--- config.mk ---
export PLATFORM = sky130hd
export DESIGN_NAME = scau_out_fifo
export DESIGN_NICKNAME = d
export VERILOG_FILES = /design/src/design/scau_pkg.sv /design/src/design/scau_out_fifo.sv
export SDC_FILE = /design/constraint.sdc
export NUM_CORES = 2
export LEC_CHECK = 0
export BUFFER_PORTS_ARGS = -buffer_cell sky130_fd_sc_hd__buf_4
export CAP_MARGIN = 20
export CORE_MARGIN = 2
export CORE_UTILIZATION = 45
export CTS_BUF_LIST = sky130_fd_sc_hd__clkbuf_4 sky130_fd_sc_hd__clkbuf_8
export DETAILED_ROUTE_END_ITERATION = 10
export PLACE_DENSITY = 0.7
export SLEW_MARGIN = 15
export SYNTH_ARGS = -nofsm -noshare
export SYNTH_HDL_FRONTEND = slang
export SYNTH_SLANG_ARGS = --single-unit
--- constraint.sdc ---
create_clock -name clk -period 5 [get_ports clk]
set_clock_uncertainty 0.05 [all_clocks]
set_input_delay 1 -clock clk [delete_from_list [all_inputs] [get_ports clk]]
set_output_delay 1 -clock clk [all_outputs]
set_load 0.02 [all_outputs]
--- src/design/scau_pkg.sv ---
// shared types and constants for the spectrum channel average unit
`timescale 1ns / 1ps
`default_nettype none

package scau_pkg;

    // fixed field widths
    localparam int CH_W     = 12;
    localparam int SAMPLE_W = 32;
    localparam int MEAN_W   = 32;
    localparam int SUM_W    = 48;

    // parameter defaults
    localparam int CHANNELS_DEF    = 4096;
    localparam int MAX_SPECTRA_DEF = 65536;
    localparam int SAMPLE_BITS_DEF = 32;

    // divider retires two quotient bits per stage
    localparam int DIV_STAGES = SUM_W / 2;

    // result buffer and credit counter
    localparam int FIFO_DEPTH = 32;
    localparam int FIFO_PTR_W = $clog2(FIFO_DEPTH);
    localparam int PEND_W     = $clog2(FIFO_DEPTH + 1);

    // reset value of the skip_invalid register
    localparam logic SKIP_INVALID_RST = 1'b1;

    typedef struct packed {
        logic [CH_W-1:0]            channel;
        logic signed [SAMPLE_W-1:0] sample;
        logic                       sample_valid;
        logic                       first_spectrum;
        logic                       last_spectrum;
    } in_item_t;

    typedef struct packed {
        logic [CH_W-1:0]          out_channel;
        logic signed [MEAN_W-1:0] mean;
        logic                     mean_valid;
    } out_item_t;

endpackage

`default_nettype wire

--- src/design/scau_out_fifo.sv ---
// result buffer that decouples the divider pipeline from the receiver
`timescale 1ns / 1ps
`default_nettype none

module scau_out_fifo (
    input  wire logic                clk,
    input  wire logic                rst_n,
    input  wire logic                wr_valid,
    input  wire scau_pkg::out_item_t wr_data,
    output logic                     rd_valid,
    input  wire logic                rd_ready,
    output scau_pkg::out_item_t      rd_data
);

    scau_pkg::out_item_t               buf_reg [0:scau_pkg::FIFO_DEPTH-1];
    logic [scau_pkg::FIFO_PTR_W-1:0]   wr_ptr_reg;
    logic [scau_pkg::FIFO_PTR_W-1:0]   rd_ptr_reg;
    logic [scau_pkg::PEND_W-1:0]       count_reg;
    logic [scau_pkg::PEND_W-1:0]       count_next;
    logic                              rd_transfer;

    assign rd_valid    = count_reg != '0;
    assign rd_data     = buf_reg[rd_ptr_reg];
    assign rd_transfer = rd_valid && rd_ready;

    // occupancy
    always_comb
    begin
        count_next = count_reg;
        if (wr_valid && !rd_transfer)
        begin
            count_next = count_reg + scau_pkg::PEND_W'(1);
        end
        else if (!wr_valid && rd_transfer)
        begin
            count_next = count_reg - scau_pkg::PEND_W'(1);
        end
    end

    // pointers
    always_ff @(posedge clk or negedge rst_n)
    begin
        if (!rst_n)
        begin
            wr_ptr_reg <= '0;
            rd_ptr_reg <= '0;
            count_reg  <= '0;
        end
        else
        begin
            if (wr_valid)
            begin
                wr_ptr_reg <= wr_ptr_reg + scau_pkg::FIFO_PTR_W'(1);
            end
            if (rd_transfer)
            begin
                rd_ptr_reg <= rd_ptr_reg + scau_pkg::FIFO_PTR_W'(1);
            end
            count_reg <= count_next;
        end
    end

    // storage
    always_ff @(posedge clk)
    begin
        if (wr_valid)
        begin
            buf_reg[wr_ptr_reg] <= wr_data;
        end
    end

endmodule

`default_nettype wire

==> impl_metrics.env <==
export IMPL_synthFlopType="edfxtp_1"
export IMPL_clock_latency_ns=0.89
export IMPL_dr_pass1_iters=5
export IMPL_crit_path_start="rd_ptr_reg[1]$_DFFE_PN0P_"
export IMPL_synth_top_area_share_pct=78.1
export IMPL_nNetsFinal=2790
export IMPL_relSlewSlack_pct=24.6
export IMPL_clk_path_buf_depth=3
export IMPL_syn_inst=2481
export IMPL_timing_final_crit_share_pct=97.1
export IMPL_grt_max_degree=119
export IMPL_hold_start="wr_valid"
export IMPL_crit_type="register to primary output"
export IMPL_final_core_util_pct=51.3
export IMPL_hold_class="primary input to register"
export IMPL_final_hold_violation_count=0
export IMPL_num_rows=128
export IMPL_run_status="complete, no violations"
export IMPL_wirelength_mm=130
export IMPL_finalMaxSlewViolations=0
export IMPL_track_usage_pct=20.7
export IMPL_die_h_um=355
export IMPL_yosysMostFrequentCell="edfxtp_1"
export IMPL_cts_tree="built"
export IMPL_fmax_ghz=0.206
export IMPL_cts_buffers_inserted=218
export IMPL_start_util_pct=45.4
export IMPL_drt_iter0_markers=2857
export IMPL_clk_pin_slew_ns=0.07
export IMPL_io_buffers=94
export IMPL_cp_arrival_ns=3.80
export IMPL_ys_ff_latch=1456
export IMPL_pin_count=95
export IMPL_cp_end_kind="primary output"
export IMPL_clock_sinks=1456
export IMPL_synth_edf_count=1440
export IMPL_dieArea_mm2=0.126
export IMPL_dieWidth_um=355
export IMPL_grt_pass1_vias=28000
export IMPL_setup_violations=0
export IMPL_max_cap_violations=0
export IMPL_stdcell_area_mm2=0.0626
export IMPL_cp_max_fo=118
export IMPL_ir_worst_vdd_mv=0.423
export IMPL_place_congestion=0.741
export IMPL_cp_required_ns=3.95
export IMPL_clockRootBuffer="clkbuf_8"
export IMPL_yosysSeqAreaShare_pct=78.8
export IMPL_synth_area_mm2=0.0554
export IMPL_postSynth_asyncResetShare_pct=1.10
export IMPL_largest_reg_flops=1440
export IMPL_reg2reg_from="count_reg[0]$_DFFE_PN0P_"
export IMPL_start_kind="register"
export IMPL_worst_slew_pin_slew_ns=1.13
export IMPL_vias=26800
export IMPL_htree_levels=4
export IMPL_syn_nets=2541
export IMPL_synth_cell_types=39
export IMPL_netlist_top_cells_area="edfxtp_1 (78%), mux4_2 (11%), mux2i_1 (3.2%), a211oi_1 (1.2%), dfrtp_1 (0.72%)"
export IMPL_placed_area_mm2=0.0584
export IMPL_wl_per_cell_um=28.7
export IMPL_grt_overflow=0
export IMPL_syn_avg_cell_area_um2=22.3
export IMPL_antenna_found_initial=4
export IMPL_cp_slowest_cell="dfrtp_4"
export IMPL_fin_setup_tns_ns=0
export IMPL_synth_common_cells="edfxtp_1 (1,440), mux4_2 (272), mux2i_1 (178)"
export IMPL_power_density_mw_per_mm2=542
export IMPL_crit_chain="buf_12 > mux4_2 > a22o_1 > a211oi_1 > a21oi_1 > buf_4"
export IMPL_antenna_left=0
export IMPL_grt_pass1_wl_mm=189
export IMPL_yosysTopAreaCell="edfxtp_1"
export IMPL_area_growth_pct=13.0
export IMPL_drc=0
export IMPL_rsz0062_at_grt="false"
export IMPL_period_needed_ns=4.85
export IMPL_p_leak_nw=19.9
export IMPL_cts_setup_buffers=0
export IMPL_dp_hpwl_mm=62.7
export IMPL_ys_warn_count=0
export IMPL_drive_above_1_share_pct=28.6
export IMPL_via_per_inst=5.94
export IMPL_max_stage_delay_ns=0.83
export IMPL_core_mm2=0.122
[critical path: cells and delay by family (launching register included)]
| kind | cells | cell delay (ns) |
|---|---|---|
| muxes | 1 | 0.41 |
| DFF | 1 | 0.83 |
| AOI/OAI and AO/OA | 3 | 0.72 |
| buffers and inverters | 2 | 0.83 |
[cell type report]
type	instances	area, um^2
fill	9206	59300
sequential	1456	43700
multi-input combinational	876	11200
clock buffer	289	3550
tap	1625	2030
timing repair buffer	174	1550
clock inverter	94	591
inverter	4	15.0
antenna	3	7.51
[cells in the final DEF, fill, tap and decap left out, types with 28 or more instances in the layout]
cell / netlist / layout
nor2_4: 0 / 33
o22ai_1: 44 / 44
a22oi_1: 45 / 45
mux4_2: 272 / 272
clkbuf_4: 0 / 68
mux2i_1: 178 / 178
clkbuf_8: 0 / 221
a22o_1: 44 / 44
o221ai_1: 45 / 45
clkinv_1: 0 / 45
clkinv_2: 0 / 28
buf_4: 14 / 153
a21oi_1: 48 / 47
a211oi_1: 89 / 89
edfxtp_1: 1440 / 1440
[metrics by stage]
step	setup slack, ns	total power, mW	hold slack (ns)	instances
floorplan	1.05	21.5	0.398	2481
global placement	0.833	24.8	0.418	4133
detailed placement	0.881	25.0	0.430	4133
CTS	0.0318	34.2	0.260	4517
global route	0.0180	35.2	0.284	4521
finish	0.145	33.9	0.334	4521
[power by group]
part	internal [mW]	total, mW	switching, mW	leakage, nW
sequential	14.2	14.7	0.482	13.2
combinational	4.23	9.96	5.74	4.53
clock	4.82	9.24	4.42	2.18
total	23.3	33.9	10.6	19.9
[path summary, 6_finish.rpt]
check | end | slack, ns | cells past startpoint
worst max-delay path | rd_data[33] | 0.15 | 6
worst max register to register | count_reg[5]$_DFFE_PN0P_ | 1.68 | 11
worst min register to register | count_reg[5]$_DFFE_PN0P_ | 0.46 | 1
min in group asynchronous | count_reg[1]$_DFFE_PN0P_ | 0.47 | 2
max in group asynchronous | rd_ptr_reg[1]$_DFFE_PN0P_ | 4.17 | 2
worst min-delay path | wr_ptr_reg[0]$_DFFE_PN0P_ | 0.33 | 2
[per-layer routing]
| metal | part of all wire (%) | routed length, um | vias to the layer above | GRT usage (%) |
|---|---|---|---|---|
| met5 | 0.010 | 13 | - | 0 |
| met4 | 2.7 | 3540 | 2 | 6.84 |
| met3 | 7.1 | 9230 | 223 | 3.80 |
| met2 | 52 | 67000 | 1198 | 35.5 |
| met1 | 38 | 49900 | 14300 | 26.7 |
| li1 | - | - | 11100 | - |
[kinds of logic after synthesis]
logic type / Yosys count / share of synthesized area [%]
AO/OA/AOI/OAI: 327 / 4.28
XOR/XNOR: 12 / 0.190
adder cells (fa/ha/maj): 11 / 0.262
buffers and inverters: 150 / 1.52
flip-flops: 1456 / 78.8
multiplexers: 451 / 14.3
AND/OR/NAND/NOR: 74 / 0.619
[repair_timing]
action | in CTS | in global routing
setup endpoints to repair | 2 | 1
endpoints found under the hold margin | 16 | 0
hold buffers | 1 | 0
cloned | 0 | 1
gates resized for setup | 2 | 0
pin swaps | 1 | 0
Note: power is estimated with default switching activity, not from simulation.
