**config.mk**
```make
export PLATFORM = sky130hd
export DESIGN_NAME = scau_divider
export DESIGN_NICKNAME = d
export VERILOG_FILES = /design/src/design/scau_pkg.sv /design/src/design/scau_divider.sv
export SDC_FILE = /design/constraint.sdc
export NUM_CORES = 2
export LEC_CHECK = 0
export ABC_CLOCK_PERIOD_IN_PS = 7500
export BUFFER_PORTS_ARGS = -buffer_cell sky130_fd_sc_hd__buf_2
export CORE_ASPECT_RATIO = 0.6
export CORE_MARGIN = 2
export CORE_UTILIZATION = 60
export DETAILED_ROUTE_END_ITERATION = 10
export PLACE_DENSITY = 0.76
export SLEW_MARGIN = 40
export SYNTH_ARGS = -nofsm -noshare
export SYNTH_HDL_FRONTEND = slang
export SYNTH_SLANG_ARGS = --single-unit
```
**constraint.sdc**
```tcl
create_clock -name clk -period 7.5 [get_ports clk]
set_input_delay 1.5 -clock clk [delete_from_list [all_inputs] [get_ports clk]]
set_output_delay 1.5 -clock clk [all_outputs]
set_load 0.02 [all_outputs]
```
**src/design/scau_pkg.sv**
```systemverilog
// shared types and constants for the spectrum channel average unit
`timescale 1ns / 1ps
`default_nettype none

package scau_pkg;

    // fixed field widths
    localparam int CH_W     = 12;
    localparam int SAMPLE_W = 32;
    localparam int MEAN_W   = 32;
    localparam int SUM_W    = 48;

    // parameter defaults
    localparam int CHANNELS_DEF    = 4096;
    localparam int MAX_SPECTRA_DEF = 65536;
    localparam int SAMPLE_BITS_DEF = 32;

    // divider retires two quotient bits per stage
    localparam int DIV_STAGES = SUM_W / 2;

    // result buffer and credit counter
    localparam int FIFO_DEPTH = 32;
    localparam int FIFO_PTR_W = $clog2(FIFO_DEPTH);
    localparam int PEND_W     = $clog2(FIFO_DEPTH + 1);

    // reset value of the skip_invalid register
    localparam logic SKIP_INVALID_RST = 1'b1;

    typedef struct packed {
        logic [CH_W-1:0]            channel;
        logic signed [SAMPLE_W-1:0] sample;
        logic                       sample_valid;
        logic                       first_spectrum;
        logic                       last_spectrum;
    } in_item_t;

    typedef struct packed {
        logic [CH_W-1:0]          out_channel;
        logic signed [MEAN_W-1:0] mean;
        logic                     mean_valid;
    } out_item_t;

endpackage

`default_nettype wire

```
**src/design/scau_divider.sv**
```systemverilog
// pipelined signed-by-unsigned divider, two quotient bits per stage, saturating
`timescale 1ns / 1ps
`default_nettype none

module scau_divider #(
    parameter int CNT_W = $clog2(scau_pkg::MAX_SPECTRA_DEF + 1)
) (
    input  wire logic                              clk,
    input  wire logic                              rst_n,
    input  wire logic                              req_valid,
    input  wire logic [scau_pkg::CH_W-1:0]         req_channel,
    input  wire logic signed [scau_pkg::SUM_W-1:0] req_sum,
    input  wire logic [CNT_W-1:0]                  req_count,
    input  wire logic                              req_ok,
    output logic                                   res_valid,
    output scau_pkg::out_item_t                    res
);

    localparam int SUM_W  = scau_pkg::SUM_W;
    localparam int STAGES = scau_pkg::DIV_STAGES;
    localparam int MEAN_W = scau_pkg::MEAN_W;

    localparam logic [SUM_W-1:0] POS_LIM = SUM_W'({1'b0, {(MEAN_W-1){1'b1}}});
    localparam logic [SUM_W-1:0] NEG_LIM = SUM_W'({1'b1, {(MEAN_W-1){1'b0}}});

    logic                      st_valid_reg [0:STAGES];
    logic [scau_pkg::CH_W-1:0] st_chan_reg  [0:STAGES];
    logic                      st_ok_reg    [0:STAGES];
    logic                      st_neg_reg   [0:STAGES];
    logic [CNT_W-1:0]          st_div_reg   [0:STAGES];
    logic [CNT_W-1:0]          st_rem_reg   [0:STAGES];
    logic [SUM_W-1:0]          st_dq_reg    [0:STAGES];

    logic [CNT_W-1:0] rem_next [1:STAGES];
    logic [SUM_W-1:0] dq_next  [1:STAGES];

    logic                res_valid_reg;
    scau_pkg::out_item_t res_reg;
    logic [SUM_W-1:0]    q;
    logic signed [MEAN_W-1:0] mean_sat;

    // two restoring steps per stage
    always_comb
    begin
        logic [CNT_W-1:0] rem;
        logic [SUM_W-1:0] dq;
        logic [CNT_W:0]   r2;
        for (int k = 0; k < STAGES; k++)
        begin
            rem = st_rem_reg[k];
            dq  = st_dq_reg[k];
            for (int b = 0; b < 2; b++)
            begin
                r2 = {rem, dq[SUM_W-1]};
                dq = dq << 1;
                if (r2 >= {1'b0, st_div_reg[k]})
                begin
                    r2    = r2 - {1'b0, st_div_reg[k]};
                    dq[0] = 1'b1;
                end
                rem = r2[CNT_W-1:0];
            end
            rem_next[k+1] = rem;
            dq_next[k+1]  = dq;
        end
    end

    // stage valid bits and result valid
    always_ff @(posedge clk or negedge rst_n)
    begin
        if (!rst_n)
        begin
            for (int k = 0; k <= STAGES; k++)
            begin
                st_valid_reg[k] <= 1'b0;
            end
            res_valid_reg <= 1'b0;
        end
        else
        begin
            st_valid_reg[0] <= req_valid;
            for (int k = 1; k <= STAGES; k++)
            begin
                st_valid_reg[k] <= st_valid_reg[k-1];
            end
            res_valid_reg <= st_valid_reg[STAGES];
        end
    end

    // stage payload: magnitude prep, then iterations
    always_ff @(posedge clk)
    begin
        st_chan_reg[0] <= req_channel;
        st_ok_reg[0]   <= req_ok;
        st_neg_reg[0]  <= req_sum[SUM_W-1];
        st_div_reg[0]  <= req_count;
        st_rem_reg[0]  <= '0;
        st_dq_reg[0]   <= req_sum[SUM_W-1] ? SUM_W'(-req_sum) : SUM_W'(req_sum);
        for (int k = 1; k <= STAGES; k++)
        begin
            st_chan_reg[k] <= st_chan_reg[k-1];
            st_ok_reg[k]   <= st_ok_reg[k-1];
            st_neg_reg[k]  <= st_neg_reg[k-1];
            st_div_reg[k]  <= st_div_reg[k-1];
            st_rem_reg[k]  <= rem_next[k];
            st_dq_reg[k]   <= dq_next[k];
        end
        res_reg.out_channel <= st_chan_reg[STAGES];
        res_reg.mean        <= st_ok_reg[STAGES] ? mean_sat : '0;
        res_reg.mean_valid  <= st_ok_reg[STAGES];
    end

    // restore sign and clamp to the mean range
    assign q = st_dq_reg[STAGES];
    always_comb
    begin
        if (!st_neg_reg[STAGES])
        begin
            mean_sat = (q > POS_LIM) ? POS_LIM[MEAN_W-1:0] : q[MEAN_W-1:0];
        end
        else
        begin
            mean_sat = (q > NEG_LIM) ? NEG_LIM[MEAN_W-1:0] : -q[MEAN_W-1:0];
        end
    end

    assign res_valid = res_valid_reg;
    assign res       = res_reg;

endmodule

`default_nettype wire

```
==> run summary <==
The run finished with clean final reports. The register with the most flip-flops in the layout has 1200 of them. The worst register-to-register path ends at st_rem_reg[1][83]. Largest fanout on the critical path: 23.

In this run the tool buffered the top-level ports with 126 buffer cells. The tools report the type of element launching the critical path as a flip-flop. The logs give 0.503 for the part of the Yosys area used for sequential elements and 11704 for the post-layout instance count excluding filler cells. Across all register-to-register paths, the minimum setup slack is 0.58 ns. The multi-input combinational cells in the finished layout cover a total of 0.0449 mm^2. The via density per instance was 5.78; the sum of negative setup slack was 0 ns. Across the run, the number of max-cap violations was 0. The width of the chip was 522 um; the total setup violations reported at the end of the flow was 0.

The synthesized instance count was 9148. The routed wire length came out at 236 mm. In the post-synthesis netlist, the biggest area contributors are sky130_fd_sc_hd__dfxtp_1 50%, sky130_fd_sc_hd__ha_1 10%, sky130_fd_sc_hd__mux2_2 5.5%, sky130_fd_sc_hd__xnor2_1 3.9%, sky130_fd_sc_hd__a21oi_1 3.2%. The tools report the maximum achievable frequency as 145 MHz. The pin slew with the least headroom to its limit came out at 0.892 ns. The async set-reset flop share out of synthesis came out at 0.0107. The register bit total from synthesis is 2420, and the number of buffers inserted during clock tree synthesis is 206.

After clock tree synthesis, the clock-pin slew on the worst setup and hold paths is 0.07 ns. For hold timing, the worst endpoint is st_dq_reg[0][519]. After detailed placement, the total cell area comes to 0.0998 mm^2. Yosys printed 0 warnings. Summed over all instances, the cell type with the most area after synthesis is sky130_fd_sc_hd__dfxtp_1. The master of the slowest instance on the critical path was sky130_fd_sc_hd__a221oi_1.

Yosys mapped the design onto 100 distinct sky130hd cell types. The number of synthesized flops with an enable pin works out to 0. On the worst path, the slowest cell contributes a delay of 0.61 ns.

After clock tree synthesis, the setup repair step added 0 buffers. The count of clock tree sinks is 2420. The detail route stage leaves a number of antenna-violating nets equal to 0. The tools report the number of global-route vias before repair as 62902. In this run the standard cell core region covers 0.159 mm^2. With fillers left out, the area of the finished cells amounts to 0.107 mm^2. The final hold violation count was 0. In this run the critical register-to-register path is launched from st_div_reg[0][187]. After legalization and detailed placement, the total HPWL measured 183 mm. The primary flip-flop cell chosen by synthesis mapping was sky130_fd_sc_hd__dfxtp_1.

For this block, the initial DRC count from the detailed router was 7091. The setup clock skew after layout was 0.0741 ns; the area of the mapped netlist was 0.0965 mm^2. The fill cell total of the finished layout was 11958; the count of TritonRoute iterations in the first routing pass was 8. For the arrival time at the worst endpoint, the log shows 7.64 ns.

The effective utilization at floorplan was 0.607. The number of hold buffers added after cts was 0. The final worst hold slack is 0.290 ns. In this run the worst hold path is classified as flip-flop to flip-flop.

Setup repair after global routing left no endpoint under its margin. The number of gates resized after CTS was 0. Number of vias after detailed routing: 67645.

The die outline area was 0.164 mm^2. The final estimated routing congestion in global placement was 0.987; the number of placed cells counting well taps was 11331. The tools report the element type at the critical path end as a flip-flop. The post-route fraction of the period consumed by the critical path works out to 0.923. The post-layout net count is 10342. The run gives 50 as the pin count of the biggest net entering global routing. Pin placement for this block handled 127 I/O pins. Portion of synthesized cell area occupied by the leading cell type: 0.496. Compared with the post-synthesis result, the final layout area differs by 10.8%. Average footprint of a synthesized cell: 10.6 um^2.

The clock period could shrink to 6.92 ns. For this run, design rule violations remaining after detail routing come to 0. Number of antenna violations at the first check in global routing: 13. In the final layout, flip-flops and latches occupy 0.0486 mm^2.

The later-pin clock latency in the skew report is 0.88 ns, and the max-slew violation count is 0. The total global-route track usage is 0.280, and the overflow left after global routing is 0. TritonCTS built the clock tree. The first global-routing pass estimated 362 mm of wire.

Worst setup path startpoint: st_div_reg[0][187]. The initialized floorplan defines 113 standard-cell rows. The clock tree root buffer cell is sky130_fd_sc_hd__clkbuf_16.

Along the worst hold path, the cell count comes to 0. The clock tree synthesis step divided the H-tree into 4 levels. The worst register-to-register path has a depth of 21.

Average routed wire per standard cell: 20.2 um. Traced cell by cell, the critical path runs through ha_1 > inv_1 > fa_1 > a21o_1 > a221oi_1 > o21a_1 > a211oi_1 > o311ai_1 > a21o_1 > clkinv_1 > a21oi_1 > ha_1 > nor2b_1 > o21ai_0 > a21oi_1 > o31ai_1 > o21ai_0 > o211a_1 > o21a_1 > or3_1 > a31o_2. The origin of the worst min-delay path was st_dq_reg[0][469].

The path type of the worst setup path is flip-flop to flip-flop. The logs give 8.22 ns for the endpoint required time on the critical path and 10078 for the number of nets in the synthesized netlist. The normalized max-slew margin is 0.400. Sorting the synthesized cells by how often they occur yields 2394 x sky130_fd_sc_hd__dfxtp_1, 803 x sky130_fd_sc_hd__ha_1, 709 x sky130_fd_sc_hd__inv_1. In this run the deepest clock path goes through 4 buffers.

Most frequent cell after synthesis: sky130_fd_sc_hd__dfxtp_1. The die is 315 um tall. The fraction of final layout cells sized beyond drive strength 1 came out at 0.120.
[area by class of cell]
class / count / share of cell area
antenna: 1 / 0.0000234
clock buffer: 265 / 0.0536
clock inverter: 107 / 0.0128
inverter: 713 / 0.0250
multi-input combinational: 5902 / 0.420
sequential: 2420 / 0.454
tap: 2127 / 0.0249
timing repair buffer: 169 / 0.00892
[worst max-delay path, delay by kind of cell (launching register included)]
kind	cells	cell delay (ns)
compound gates	14	4.35
fa+ha+maj	3	0.93
simple gates	2	0.44
flops	1	0.37
buf+inv	2	0.67
[how the worst max path moves through the flow]
stage / cells after the start / slack [ns] / to
after global placement: 21 / 0.97 / st_rem_reg[1][47]
after global routing: 21 / 0.16 / st_rem_reg[1][67]
after CTS: 21 / 0.76 / st_rem_reg[1][67]
after detailed placement: 21 / 0.84 / st_rem_reg[1][67]
final: 21 / 0.58 / st_rem_reg[1][83]
after floorplan: 24 / 1.33 / st_rem_reg[1][128]
[layout by cell type, fill, tap and decap left out, types with 29 or more instances in the layout]
master	netlist	routed
sky130_fd_sc_hd__nor2b_1	95	94
sky130_fd_sc_hd__o21a_1	112	112
sky130_fd_sc_hd__buf_2	10	126
sky130_fd_sc_hd__a21boi_0	48	48
sky130_fd_sc_hd__ha_1	803	803
sky130_fd_sc_hd__o31ai_1	79	75
sky130_fd_sc_hd__o21ai_0	374	372
sky130_fd_sc_hd__inv_1	709	708
sky130_fd_sc_hd__mux2_2	474	474
sky130_fd_sc_hd__clkinv_2	0	32
sky130_fd_sc_hd__nand3_1	113	113
sky130_fd_sc_hd__buf_4	1	43
sky130_fd_sc_hd__nor4_1	51	51
sky130_fd_sc_hd__and2_1	37	36
sky130_fd_sc_hd__a21oi_1	623	622
sky130_fd_sc_hd__xnor2_1	426	426
sky130_fd_sc_hd__dfxtp_1	2394	2394
sky130_fd_sc_hd__a31oi_1	64	64
sky130_fd_sc_hd__a211oi_1	57	57
sky130_fd_sc_hd__mux2i_1	56	56
sky130_fd_sc_hd__nor3_1	163	161
sky130_fd_sc_hd__nand2b_1	76	75
sky130_fd_sc_hd__nand2_1	469	469
sky130_fd_sc_hd__xor2_1	204	204
sky130_fd_sc_hd__or3_1	78	78
sky130_fd_sc_hd__and3_1	63	62
sky130_fd_sc_hd__o21bai_1	66	66
sky130_fd_sc_hd__fa_1	46	46
sky130_fd_sc_hd__o211ai_1	35	35
sky130_fd_sc_hd__nand4_1	105	105
sky130_fd_sc_hd__clkbuf_16	0	209
sky130_fd_sc_hd__a21o_1	250	250
sky130_fd_sc_hd__clkbuf_8	0	29
sky130_fd_sc_hd__or2_2	56	56
sky130_fd_sc_hd__nor2_1	467	466
[routing by layer]
metal  part of all wire  GRT usage  wire (um)  vias up
li1                   -          -          -    32668
met1               0.52      0.468     123000    31597
met2               0.34      0.338      81200     3083
met3               0.12     0.0856      28600      295
met4              0.016     0.0526       3870        2
met5           0.000055          0         13        -
[per-stage QoR]
stage | setup WS (ns) | util
final | 0.580 | 0.672
after global routing | 0.158 | 0.672
after CTS | 0.755 | 0.672
after detailed placement | 0.842 | 0.627
after global placement | 0.971 | 0.627
after floorplan | 1.33 | -
[kinds of logic (layout without fill, tap and decap cells)]
group | count (synthesis) | in the layout | synth area share
flip-flops | 2420 | 2420 | 0.503
other | 0 | 1 | 0
multiplexers | 542 | 542 | 0.0625
AO/OA/AOI/OAI | 2005 | 2005 | 0.135
AND/OR/NAND/NOR | 1876 | 1876 | 0.0965
adder cells (fa/ha/maj) | 849 | 849 | 0.114
buffers and inverters | 826 | 1254 | 0.0324
XOR/XNOR | 630 | 630 | 0.0572
Power is left out: the tool's default activity adds up to more than one toggle a clock period on the data nets, which glitch-free logic cannot reach.
